$ cat src/design/lru_key_value_cache_top_macros.svh
// ----------------------------------------------------------------------------
// lru_key_value_cache_top_macros
// Assertion macros used by the cache top-level design file.
// ----------------------------------------------------------------------------
`ifndef LRU_KEY_VALUE_CACHE_TOP_MACROS_SVH
`define LRU_KEY_VALUE_CACHE_TOP_MACROS_SVH

// check a condition in the same cycle as its trigger
`define LKVC_ASSERT_SAME(label, clk, rst_n, ante, cons) \
    label: assert property (@(posedge clk) disable iff (!(rst_n)) (ante) |-> (cons)) \
        else $error("lkvc: same-cycle check failed");

// check a condition in the cycle after its trigger
`define LKVC_ASSERT_NEXT(label, clk, rst_n, ante, cons) \
    label: assert property (@(posedge clk) disable iff (!(rst_n)) (ante) |=> (cons)) \
        else $error("lkvc: next-cycle check failed");

`endif

$ cat src/design/lkvc_pkg.sv
// ----------------------------------------------------------------------------
// lkvc_pkg
// Shared types and constants of the LRU key-value cache.
// ----------------------------------------------------------------------------
package lkvc_pkg;

    localparam int DEFAULT_ENTRIES    = 16;
    localparam int DEFAULT_KEY_BITS   = 32;
    localparam int DEFAULT_VALUE_BITS = 32;

    localparam int FIELD_W = 32;
    localparam int CAP_W   = 5;

    localparam logic [CAP_W-1:0]          CAP_RESET = 5'd16;
    localparam logic                      KIND_GET  = 1'b0;
    localparam logic                      KIND_PUT  = 1'b1;
    localparam logic signed [FIELD_W-1:0] READ_MISS = -32'sd1;
    localparam logic signed [FIELD_W-1:0] READ_PUT  = 32'sd0;

    typedef struct packed {
        logic                      kind;
        logic signed [FIELD_W-1:0] lookup_key;
        logic signed [FIELD_W-1:0] put_value;
    } in_item_t;

    typedef struct packed {
        logic                      hit;
        logic signed [FIELD_W-1:0] read_value;
    } out_item_t;

    typedef struct packed {
        logic capture;
        logic update;
        logic evict;
    } cmd_t;

    typedef struct packed {
        logic is_put;
    } status_t;

endpackage

$ cat src/design/lkvc_ram.sv
// ----------------------------------------------------------------------------
// lkvc_ram
// Generic single-write, single-read RAM with registered read data.
// ----------------------------------------------------------------------------
module lkvc_ram #(
    parameter int WIDTH = 32,
    parameter int DEPTH = 16,
    localparam int ADDR_W = (DEPTH > 1) ? $clog2(DEPTH) : 1
) (
    input  logic              aclk,
    input  logic              we,
    input  logic [ADDR_W-1:0] waddr,
    input  logic [WIDTH-1:0]  wdata,
    input  logic              re,
    input  logic [ADDR_W-1:0] raddr,
    output logic [WIDTH-1:0]  rdata
);

    logic [WIDTH-1:0] mem_reg [DEPTH];
    logic [WIDTH-1:0] rdata_reg;

    always_ff @(posedge aclk) begin
        if (we) begin
            mem_reg[waddr] <= wdata;
        end
        if (re) begin
            rdata_reg <= mem_reg[raddr];
        end
    end

    assign rdata = rdata_reg;

endmodule

$ cat src/design/lkvc_ctrl.sv
// ----------------------------------------------------------------------------
// lkvc_ctrl
// Sequencer of the cache: lookup, update, post-put eviction, result handshake.
// ----------------------------------------------------------------------------
module lkvc_ctrl (
    input  logic              aclk,
    input  logic              aresetn,
    input  logic              s_valid,
    output logic              s_ready,
    output logic              m_valid,
    input  logic              m_ready,
    input  lkvc_pkg::status_t status,
    output lkvc_pkg::cmd_t    cmd
);

    typedef enum logic [2:0] {
        ST_IDLE   = 3'b001,
        ST_UPDATE = 3'b010,
        ST_EVICT  = 3'b100
    } state_t;

    state_t state_reg;
    state_t state_next;
    logic   out_valid_reg;
    logic   out_valid_next;
    logic   out_free;

    assign s_ready  = (state_reg == ST_IDLE);
    assign m_valid  = out_valid_reg;
    assign out_free = !out_valid_reg || m_ready;

    always_comb begin
        cmd.capture = s_valid && (state_reg == ST_IDLE);
        cmd.update  = out_free && (state_reg == ST_UPDATE);
        cmd.evict   = (state_reg == ST_EVICT);
    end

    always_comb begin
        state_next = state_reg;
        unique case (state_reg)
            ST_IDLE: begin
                if (cmd.capture) begin
                    state_next = ST_UPDATE;
                end
            end
            ST_UPDATE: begin
                if (cmd.update) begin
                    state_next = status.is_put ? ST_EVICT : ST_IDLE;
                end
            end
            ST_EVICT: begin
                state_next = ST_IDLE;
            end
            default: begin
                state_next = ST_IDLE;
            end
        endcase
    end

    always_comb begin
        out_valid_next = out_valid_reg;
        if (cmd.update) begin
            out_valid_next = 1'b1;
        end else if (m_ready) begin
            out_valid_next = 1'b0;
        end
    end

    always_ff @(posedge aclk) begin
        if (!aresetn) begin
            state_reg     <= ST_IDLE;
            out_valid_reg <= 1'b0;
        end else begin
            state_reg     <= state_next;
            out_valid_reg <= out_valid_next;
        end
    end

endmodule

$ cat src/design/lkvc_datapath.sv
// ----------------------------------------------------------------------------
// lkvc_datapath
// Key match lanes, recency ranks, occupancy, capacity and value RAM.
// ----------------------------------------------------------------------------
module lkvc_datapath #(
    parameter int ENTRIES    = lkvc_pkg::DEFAULT_ENTRIES,
    parameter int KEY_BITS   = lkvc_pkg::DEFAULT_KEY_BITS,
    parameter int VALUE_BITS = lkvc_pkg::DEFAULT_VALUE_BITS
) (
    input  logic                          aclk,
    input  logic                          aresetn,
    input  logic                          cfg_we,
    input  logic [lkvc_pkg::CAP_W-1:0]    cfg_data,
    input  lkvc_pkg::in_item_t            s_item,
    output lkvc_pkg::out_item_t           m_item,
    input  lkvc_pkg::cmd_t                cmd,
    output lkvc_pkg::status_t             status
);

    localparam int IDX_W = (ENTRIES > 1) ? $clog2(ENTRIES) : 1;
    localparam int OCC_W = $clog2(ENTRIES + 1);
    localparam int CMP_W = (OCC_W > lkvc_pkg::CAP_W) ? OCC_W : lkvc_pkg::CAP_W;

    logic [KEY_BITS-1:0]          key_reg [ENTRIES];
    logic [KEY_BITS-1:0]          key_next [ENTRIES];
    logic [IDX_W-1:0]             rank_reg [ENTRIES];
    logic [IDX_W-1:0]             rank_next [ENTRIES];
    logic [ENTRIES-1:0]           valid_reg;
    logic [ENTRIES-1:0]           valid_next;
    logic [OCC_W-1:0]             occ_reg;
    logic [OCC_W-1:0]             occ_next;
    logic [lkvc_pkg::CAP_W-1:0]   capacity_reg;

    logic                         kind_reg;
    logic [KEY_BITS-1:0]          item_key_reg;
    logic [VALUE_BITS-1:0]        item_value_reg;
    logic [ENTRIES-1:0]           hit_vec_reg;
    logic                         hit_reg;
    logic [IDX_W-1:0]             hit_idx_reg;
    lkvc_pkg::out_item_t          result_reg;

    logic [KEY_BITS-1:0]          key_in;
    logic [ENTRIES-1:0]           match;
    logic [IDX_W-1:0]             hit_idx;
    logic [IDX_W-1:0]             hit_rank;
    logic [ENTRIES-1:0]           victim;
    logic [IDX_W-1:0]             victim_idx;
    logic [IDX_W-1:0]             free_idx;
    logic [ENTRIES-1:0]           ins;
    logic [CMP_W-1:0]             cap_sat;
    logic [CMP_W-1:0]             cap_ext;
    logic [CMP_W-1:0]             occ_ext;
    logic                         full;
    logic                         is_put;
    logic                         put_miss_act;
    logic                         over_cap;
    logic                         ram_we;
    logic [IDX_W-1:0]             ram_waddr;
    logic [VALUE_BITS-1:0]        ram_rdata;

    assign key_in = KEY_BITS'($unsigned(s_item.lookup_key));
    assign is_put = (kind_reg == lkvc_pkg::KIND_PUT);
    assign status.is_put = is_put;

    // compare every lane against the incoming key
    always_comb begin
        hit_idx = '0;
        for (int i = 0; i < ENTRIES; i++) begin
            match[i] = valid_reg[i] && (key_reg[i] == key_in);
            hit_idx  = hit_idx | (match[i] ? IDX_W'(i) : '0);
        end
    end

    always_comb begin
        hit_rank   = '0;
        victim_idx = '0;
        for (int i = 0; i < ENTRIES; i++) begin
            hit_rank   = hit_rank | (hit_vec_reg[i] ? rank_reg[i] : '0);
            victim[i]  = valid_reg[i] && (OCC_W'(rank_reg[i]) == occ_reg - OCC_W'(1));
            victim_idx = victim_idx | (victim[i] ? IDX_W'(i) : '0);
        end
    end

    always_comb begin
        free_idx = '0;
        for (int i = ENTRIES - 1; i >= 0; i--) begin
            if (!valid_reg[i]) begin
                free_idx = IDX_W'(i);
            end
        end
        for (int i = 0; i < ENTRIES; i++) begin
            ins[i] = (free_idx == IDX_W'(i));
        end
    end

    always_comb begin
        cap_ext      = CMP_W'(capacity_reg);
        cap_sat      = (cap_ext > CMP_W'(ENTRIES)) ? CMP_W'(ENTRIES) : cap_ext;
        occ_ext      = CMP_W'(occ_reg);
        full         = (occ_reg == OCC_W'(ENTRIES));
        over_cap     = (occ_ext > cap_sat);
        put_miss_act = is_put && !hit_reg && !((occ_reg == '0) && (cap_sat == '0));
    end

    always_comb begin
        key_next   = key_reg;
        rank_next  = rank_reg;
        valid_next = valid_reg;
        occ_next   = occ_reg;
        if (cmd.update) begin
            if (hit_reg) begin
                for (int i = 0; i < ENTRIES; i++) begin
                    if (valid_reg[i]) begin
                        if (hit_vec_reg[i]) begin
                            rank_next[i] = '0;
                        end else if (rank_reg[i] < hit_rank) begin
                            rank_next[i] = rank_reg[i] + IDX_W'(1);
                        end
                    end
                end
            end else if (put_miss_act) begin
                for (int i = 0; i < ENTRIES; i++) begin
                    if (full ? victim[i] : ins[i]) begin
                        key_next[i]   = item_key_reg;
                        valid_next[i] = 1'b1;
                        rank_next[i]  = '0;
                    end else if (valid_reg[i]) begin
                        rank_next[i] = rank_reg[i] + IDX_W'(1);
                    end
                end
                if (!full) begin
                    occ_next = occ_reg + OCC_W'(1);
                end
            end
        end
        if (cmd.evict && over_cap) begin
            for (int i = 0; i < ENTRIES; i++) begin
                if (victim[i]) begin
                    valid_next[i] = 1'b0;
                    rank_next[i]  = '0;
                end
            end
            occ_next = occ_reg - OCC_W'(1);
        end
    end

    assign ram_we    = cmd.update && is_put && (hit_reg || put_miss_act);
    assign ram_waddr = hit_reg ? hit_idx_reg : (full ? victim_idx : free_idx);

    lkvc_ram #(
        .WIDTH (VALUE_BITS),
        .DEPTH (ENTRIES)
    ) u_value_ram (
        .aclk  (aclk),
        .we    (ram_we),
        .waddr (ram_waddr),
        .wdata (item_value_reg),
        .re    (cmd.capture),
        .raddr (hit_idx),
        .rdata (ram_rdata)
    );

    always_ff @(posedge aclk) begin
        if (!aresetn) begin
            valid_reg    <= '0;
            rank_reg     <= '{default: '0};
            occ_reg      <= '0;
            capacity_reg <= lkvc_pkg::CAP_RESET;
        end else begin
            valid_reg <= valid_next;
            rank_reg  <= rank_next;
            occ_reg   <= occ_next;
            if (cfg_we) begin
                capacity_reg <= cfg_data;
            end
        end
    end

    always_ff @(posedge aclk) begin
        key_reg <= key_next;
        if (cmd.capture) begin
            kind_reg       <= s_item.kind;
            item_key_reg   <= key_in;
            item_value_reg <= VALUE_BITS'($unsigned(s_item.put_value));
            hit_vec_reg    <= match;
            hit_reg        <= |match;
            hit_idx_reg    <= hit_idx;
        end
        if (cmd.update) begin
            result_reg.hit <= hit_reg;
            if (is_put) begin
                result_reg.read_value <= lkvc_pkg::READ_PUT;
            end else if (hit_reg) begin
                result_reg.read_value <= lkvc_pkg::FIELD_W'($unsigned(ram_rdata));
            end else begin
                result_reg.read_value <= lkvc_pkg::READ_MISS;
            end
        end
    end

    assign m_item = result_reg;

endmodule

$ cat src/design/lru_key_value_cache_top.sv
// ----------------------------------------------------------------------------
// lru_key_value_cache_top
// Fully associative key-value cache with least-recently-used replacement.
// Each accepted transfer is a get or a put and yields exactly one result
// transfer. All key lanes are compared in the acceptance cycle while the value
// RAM is read; the update state then loads the result register, once the
// result channel is free, and updates the recency ranks, keys and values. A
// put then passes through an eviction step as well, the eviction check against
// the capacity register once the put's own update has settled. The input is
// taken again as soon as the block returns to idle, even while the previous
// result still waits on the result channel. Capacity writes are accepted in
// any cycle and are seen by an item in flight from its update cycle on, so
// make them only while no transfer is in flight; values above ENTRIES act as
// ENTRIES. No clearing pass follows reset.
// ----------------------------------------------------------------------------
`include "lru_key_value_cache_top_macros.svh"

module lru_key_value_cache_top #(
    parameter int ENTRIES    = lkvc_pkg::DEFAULT_ENTRIES,
    parameter int KEY_BITS   = lkvc_pkg::DEFAULT_KEY_BITS,
    parameter int VALUE_BITS = lkvc_pkg::DEFAULT_VALUE_BITS
) (
    input  logic                       aclk,
    input  logic                       aresetn,
    input  logic                       cfg_valid,
    output logic                       cfg_ready,
    input  logic [lkvc_pkg::CAP_W-1:0] cfg_data,
    input  logic                       s_valid,
    output logic                       s_ready,
    input  lkvc_pkg::in_item_t         s_item,
    output logic                       m_valid,
    input  logic                       m_ready,
    output lkvc_pkg::out_item_t        m_item
);

    lkvc_pkg::cmd_t    cmd;
    lkvc_pkg::status_t status;

    assign cfg_ready = 1'b1;

    lkvc_ctrl u_ctrl (
        .aclk    (aclk),
        .aresetn (aresetn),
        .s_valid (s_valid),
        .s_ready (s_ready),
        .m_valid (m_valid),
        .m_ready (m_ready),
        .status  (status),
        .cmd     (cmd)
    );

    lkvc_datapath #(
        .ENTRIES    (ENTRIES),
        .KEY_BITS   (KEY_BITS),
        .VALUE_BITS (VALUE_BITS)
    ) u_datapath (
        .aclk     (aclk),
        .aresetn  (aresetn),
        .cfg_we   (cfg_valid && cfg_ready),
        .cfg_data (cfg_data),
        .s_item   (s_item),
        .m_item   (m_item),
        .cmd      (cmd),
        .status   (status)
    );

    `LKVC_ASSERT_NEXT(a_busy_after_capture, aclk, aresetn, cmd.capture, !s_ready)
    `LKVC_ASSERT_SAME(a_update_slot_free, aclk, aresetn, cmd.update, (!m_valid || m_ready))
    `LKVC_ASSERT_NEXT(a_result_after_update, aclk, aresetn, cmd.update, m_valid)
    `LKVC_ASSERT_SAME(a_cmd_exclusive, aclk, aresetn, 1'b1, ($onehot0({cmd.capture, cmd.update, cmd.evict})))

endmodule

$ cat config.mk
export PLATFORM = sky130hd
export DESIGN_NAME = lru_key_value_cache_top
export DESIGN_NICKNAME = d
export VERILOG_FILES = /design/src/design/lkvc_pkg.sv /design/src/design/lkvc_ram.sv /design/src/design/lkvc_ctrl.sv /design/src/design/lkvc_datapath.sv /design/src/design/lru_key_value_cache_top.sv
export VERILOG_INCLUDE_DIRS = /design/src /design/src/design
export SDC_FILE = /design/constraint.sdc
export NUM_CORES = 2
export LEC_CHECK = 0
export BUFFER_PORTS_ARGS = -buffer_cell sky130_fd_sc_hd__buf_2
export CORE_MARGIN = 3
export CORE_UTILIZATION = 55
export CTS_BUF_LIST = sky130_fd_sc_hd__clkbuf_16
export CTS_CLUSTER_DIAMETER = 80
export DETAILED_ROUTE_END_ITERATION = 10
export GPL_TIMING_DRIVEN = 0
export PLACE_DENSITY = 0.71
export SETUP_SLACK_MARGIN = 0.1
export SYNTH_ARGS = -nofsm -noshare
export SYNTH_HDL_FRONTEND = slang
export SYNTH_SLANG_ARGS = --single-unit
$ cat constraint.sdc
create_clock -name aclk -period 5.5 [get_ports aclk]
set_input_delay 0.275 -clock aclk [delete_from_list [all_inputs] [get_ports aclk]]
set_output_delay 0.275 -clock aclk [all_outputs]
set_load 0.02 [all_outputs]
Yosys cells after proc, flatten, opt, wreduce, memory -nomap -nowiden
Memory sizes are Yosys's and may differ from the RTL's. A register that Yosys moved wholly into a read port is not among the register bits.
Cells that the tools add are included.

storage, ports and cells
  RAM bits = 512
  output and inout bits = 36
  memories = 1
  word-level logic and storage cells = 482
  input bits = 75
  bits in registers = 725

memories
  memory                          depth  width  read ports  clocked after Yosys merged registers in  write ports  line            text
  u_datapath.u_value_ram.mem_reg  16     32     1           1                                        1            lkvc_ram.sv:19  logic [WIDTH-1:0] mem_reg [DEPTH];

operators by class
  bitwise gates (word level) = 44
  reductions and logical operators = 70
  $lt $le $gt $ge = 18
  multiplexer cells = 231
  add/subtract/negate cells = 18
  eq/ne operators = 55

operators with widths
  kind                 count
  $mux 4               146
  $eq 32x32->1         16
  $mux 64              4
  $or 4x4->4           43
  $eq 4x5->1           16
  $reduce_and 4->1     17
  $add 4x1->4 const B  16
  $lt 4x4->1           16
  $mux 16              4
  $mux 1               54
  $logic_and 1x1->1    40
  $mux 3               11
  $eq 4x4->1 const B   8
  $mux 32              1
  $mux 5               6
  $eq 4x3->1 const B   4
  $reduce_or 16->1     1
  $logic_not 5->1      2
  $eq 4x2->1 const B   2
  $mux 2               4
  $pmux 3 s2           1
  $reduce_bool 2->1    3
  $add 5x1->5 const B  1
  $eq 5x5->1 const B   1
  14 further kinds     19

Depth between registers and ports, before layout
  word-level depth = 24
  depth in mapped cells = 15
  mapped depth without buffers = 12

Cells and area by module
From an unflattened synthesis, not the netlist that was laid out.

second synthesis, totals
  cells, all modules = 3,783
  area, all modules = 55,958.7 sq um

by module, submodules not included
  module                   times used  cells an instance  area each (sq um)
  lkvc_datapath            1           2,925              35,612.9
  lkvc_ram                 1           838                20,155.6
  lkvc_ctrl                1           18                 178.9
  lru_key_value_cache_top  1           2                  11.3

Worst setup path before layout
No wires, ideal clock.

  kind = register -> register
  start = register u_datapath.occ_reg[0], in the netlist u_datapath.occ_ext[0]
  end = memory u_datapath.u_value_ram.mem_reg[7][0] (enable)
  setup time = 0.421 ns
  cell stages (with the launch flop) = 15
  buffers on the path = 4
  path slack = 0.285 ns
  data required time = 5.079 ns
  arrival time = 4.794 ns
  cell sequence = dfxtp_1 > buf_2 > buf_1 > inv_1 > ha_1 > buf_2 > buf_1 > xor2_1 > nand3_1 > nor4_1 > nor4_1 > a221oi_1 > a21o_1 > o21ai_0 > nor2_1

between the ends
  cells in the longest elaborated chain, start to end = 20
  elaborated cells between the ends (all ways) = 71
  those cells by class = add/sub: 1; eq/ne: 16; mux: 19; bitwise: 14; reduce/logical: 21

ends and longest elaborated chain
  item                              line                  text
  start: declaration                lkvc_datapath.sv:30   logic [OCC_W-1:0] occ_reg;
  start signal: assignment          lkvc_datapath.sv:172  occ_reg <= occ_next;
  $sub 5x1->5                       lkvc_datapath.sv:79   victim[i] = valid_reg[i] && (OCC_W'(rank_reg[i]) == occ_reg - OCC_W'(1));
  $eq 4x5->1                        lkvc_datapath.sv:79
  $logic_and 1x1->1                 lkvc_datapath.sv:79
  $mux 1 or $mux 2 (tied branches)  lkvc_datapath.sv:80   victim_idx = victim_idx | (victim[i] ? IDX_W'(i) : '0);
  $or 4x4->4 (14 in a row)          lkvc_datapath.sv:80
  $mux 4 (2 in a row)               lkvc_datapath.sv:148  assign ram_waddr = hit_reg ? hit_idx_reg : (full ? victim_idx : free_idx);
  end: declaration                  lkvc_ram.sv:19

Several ways; a longest one is shown, not always the timed one.

Worst setup path after layout
  start = register u_datapath.occ_reg[0], in the netlist u_datapath.occ_ext[0]
  end = register u_datapath.rank_reg[16] (netlist bit)

between the ends
  cells in the longest elaborated chain, start to end = 10
  elaborated cells between the ends (all ways) = 17
  those cells by class = add/sub: 1; order compare: 1; eq/ne: 2; mux: 7; reduce/logical: 6

ends and longest elaborated chain
  item                    line                  text
  $sub 5x1->5             lkvc_datapath.sv:79
  $eq 4x5->1              lkvc_datapath.sv:79
  $logic_and 1x1->1       lkvc_datapath.sv:79
  $mux 1                  lkvc_datapath.sv:123  if (full ? victim[i] : ins[i]) begin
  $mux 4                  lkvc_datapath.sv:123
  $mux 64                 lkvc_datapath.sv:121  end else if (put_miss_act) begin
  $mux 64                 lkvc_datapath.sv:111  if (hit_reg) begin
  $mux 64                 lkvc_datapath.sv:110  if (cmd.update) begin
  $mux 4                  lkvc_datapath.sv:138  if (victim[i]) begin
  $mux 64 *               lkvc_datapath.sv:136  if (cmd.evict && over_cap) begin
  end signal: assignment  lkvc_datapath.sv:171  rank_reg <= rank_next;
  end: declaration        lkvc_datapath.sv:26   logic [IDX_W-1:0] rank_reg [ENTRIES];

Every way passes the cells marked *; elsewhere a longest branch is shown, timed or not.
A chain may end at the register's enable or synchronous reset.

==> metrics <==
Setup CP Type flop to flop; syn avg cell area 13.4 µm²; placed inst area between 60000 and 70000 µm²; routed length per instance 30.7 µm; DR vias/cell ~6.6; H-tree Lvls 4; max frequency 0.183 GHz; Port Buffers 108; synthesized cell area approximately 57000 µm²; total CTS buffers 135; pwr/cell area 309 nW/µm²; CTS tree done; clock-pin slew on the worst setup and hold paths 0.06 ns; crit path max fanout 19; worst hold margin 0.239 ns; first-pass GRT wire length 268000 µm; DRT iter0 DRCs 5927; Async S/R FF share, synth 0; EDFF count, synth 1175; post-synth net total 4379; DR vias approximately 40k; Post-Route WL 188000 µm; Placement Rows 117; power share of the combinational group 0.043; CORE AREA 103000 µm²; initial antenna violation count 7; layout cell share with drive strength beyond 1 0.135; Worst EP arrival 6.10 ns; post-route ant nets 0; largest net degree at the start of global routing 60; first drt pass iteration count 6; Flop pwr share 0.535; CTS sink count 1269; Ports 111; r2r startpoint u_datapath.occ_ext[0]$_SDFFE_PN0P_; CP Capture Type flop; FF+latch count, synth between 1k and 1.5k; max_slew headroom 0.0372; CTS root buffer clkbuf_16; ANT cells 0; die footprint between 100000 and 150000 µm²; Max Cap Viol 0; Pint roughly 16 mW; DIE WIDTH between 300 and 400 µm; post-layout net count 4756; worst hold path type primary input to flop; CTS Buffer Depth 3; final number of setup-violating endpoints 0; Critical Path RT about 6.1 ns; final worst path period need 5.46 ns; Leak Pwr 22.4 nW; post-DP HPWL roughly 120000 µm; Design Area, Final 65900 µm²; overall routing resource usage 0.345; maximum vdd drop 0.282 mV; Overflow after GRT 0; synth warn 0; measured slew at the worst slew-check pin 1.44 ns; final RePlAce weighted congestion 1.02; Final Hold Vio Count 0; Die H 329 µm; max-slew violations 0; DRC violations left 0; Yosys cell types between 80 and 90; Clk pwr share 0.422; vias in the first global route between 30k and 40k; worst hold start s_item[19]; Syn Inst Count 4264; starting density of the core 0.558; Switching Share 0.225; Final Cycle Share 0.993; RSZ-0062 raised after global routing false; Top FF cell, synth edfxtp_1; Skew-Pair Late Insertion Delay 0.76 ns; Worst setup startpoint u_datapath.occ_ext[0]$_SDFFE_PN0P_; Area Growth Syn to Fin 15.0%; crit start category flop; placed cell count 5774; Finished Layout Cells 6113; sequential area share after synthesis 0.649; Worst Skew 0.0296 ns; status finished clean; Sw Pwr 4.58 mW; fill count 7441
cell usage after synthesis, types with 19 or more instances:
master        n  share of area
dfxtp_1      94          0.033
nor3_1       64         0.0056
a211oi_1    159          0.021
mux2i_1      45         0.0079
ha_1         40         0.0087
nand2b_1     19         0.0021
a22oi_1      20         0.0026
o211ai_1     22         0.0029
edfxtp_1   1175           0.62
nor4_1      127          0.014
inv_1        89         0.0058
nand2_1     153          0.010
o21ai_0     206          0.018
nand4_1      55         0.0060
xor2_1      465          0.071
buf_4        27         0.0035
mux2_4       20         0.0052
a2111oi_2    21         0.0055
clkbuf_1    204          0.013
mux2_2       78          0.015
a21oi_1     169          0.015
buf_1        21         0.0014
and3_1       23         0.0025
a2bb2oi_1    37         0.0057
nor2_1      119         0.0078
buf_2        54         0.0047
xnor2_1     121          0.018
a221oi_1     30         0.0046
a31oi_1      39         0.0043
nand3_1     246          0.021
metal layers:
metal | routed length [µm] | share of wire | GRT usage
met2 | 84000 | 0.45 | 0.519
met4 | 9050 | 0.048 | 0.157
met5 | 0 | 0 | 0
met3 | 21800 | 0.12 | 0.0817
met1 | 72900 | 0.39 | 0.477
worst max-delay path, cell delays in order (launching register included):
cell and delay [ns]:
dfxtp_1 0.49, buf_4 0.44, inv_1 0.17, ha_1 0.26, nand2_1 0.13, o41a_1 0.61
clkbuf_1 0.88, buf_1 0.96, clkbuf_1 0.89, a21oi_1 0.23, a32o_1 0.28
power groups by stage:
stage	logic, mW	registers [mW]	clock network (mW)
2_1_floorplan	0.468	10.9	0
3_3_place_gp	0.782	11.1	0
3_5_place_dp	0.807	11.1	0
4_1_cts	0.856	10.9	8.62
5_1_grt	0.920	10.9	8.99
6_report	0.883	10.9	8.57
cell type report:
| cell class | instances | area, µm² | area share |
|---|---|---|---|
| repair buffers | 241 | 2410 | 0.0366 |
| clock inverters | 100 | 601 | 0.00912 |
| flip-flops and latches | 1269 | 37200 | 0.564 |
| multi-input cells | 2580 | 18600 | 0.282 |
| inverters | 94 | 353 | 0.00536 |
| clock buffers | 141 | 3530 | 0.0536 |
| well taps | 1368 | 1710 | 0.0260 |
| plain buffers | 320 | 1500 | 0.0227 |
metrics by stage:
| step | setup slack [ns] | total power, mW | utilization | TNS [ns] |
|---|---|---|---|---|
| 5_1_grt | 0.110 | 20.8 | 0.642 | 0 |
| 3_3_place_gp | -3.32 | 11.9 | 0.580 | -2506.67 |
| 4_1_cts | 0.142 | 20.3 | 0.641 | 0 |
| 6_report | 0.0407 | 20.3 | 0.642 | 0 |
| 3_5_place_dp | -1.67 | 11.9 | 0.590 | -783.15 |
| 2_1_floorplan | 0.285 | 11.4 | - | 0 |
kinds of logic (layout without fill, tap and decap cells):
| family | Yosys count | after routing | synth area share |
|---|---|---|---|
| and+or+nand+nor | 897 | 897 | 0.0814 |
| xor gates and xnor gates | 592 | 592 | 0.0918 |
| muxes | 144 | 144 | 0.0286 |
| AOI/OAI and AO/OA | 904 | 904 | 0.108 |
| buffers and inverters | 415 | 896 | 0.0321 |
| DFF | 1269 | 1269 | 0.649 |
| adders and majority gates | 42 | 42 | 0.00908 |
| other | 1 | 1 | 0.0000654 |
repair_timing:
action / 4_1_cts / 5_1_grt
buffers inserted: 13 / 7
pin swaps: 9 / 6
hold endpoints to repair: 75 / 0
hold buffers: 79 / 0
endpoints found under the setup margin: 865 / 138
gates resized for setup: 15 / 2
worst paths after layout:
check | end | slack (ns) | cells after the start
worst min register to register | u_datapath.m_item[32]$_DFFE_PP_ | 0.46 | 0
worst max-delay path | u_datapath.rank_reg[16]$_SDFF_PN0_ | 0.04 | 10
worst min-delay path | u_datapath.item_value_reg[19]$_DFFE_PP_ | 0.24 | 2
worst max register to register | u_datapath.rank_reg[16]$_SDFF_PN0_ | 0.04 | 10
cell usage in the layout, fill, tap and decap left out, types with 40 or more instances in the layout:
cell type	synthesis	routed
a21oi_1	169	168
nor3_1	64	63
nand2_1	153	153
xor2_1	465	464
nand4_1	55	55
dlygate4sd3_1	0	79
nand3_1	246	246
xnor2_1	121	121
dfxtp_1	94	94
o21ai_0	206	204
ha_1	40	40
clkbuf_16	0	141
a211oi_1	159	159
buf_2	54	162
inv_1	89	124
mux2i_1	45	45
edfxtp_1	1175	1175
nor4_1	127	117
nor2_1	119	91
clkbuf_1	204	201
mux2_2	78	78
No activity file was read; power rests on OpenSTA's default activity.
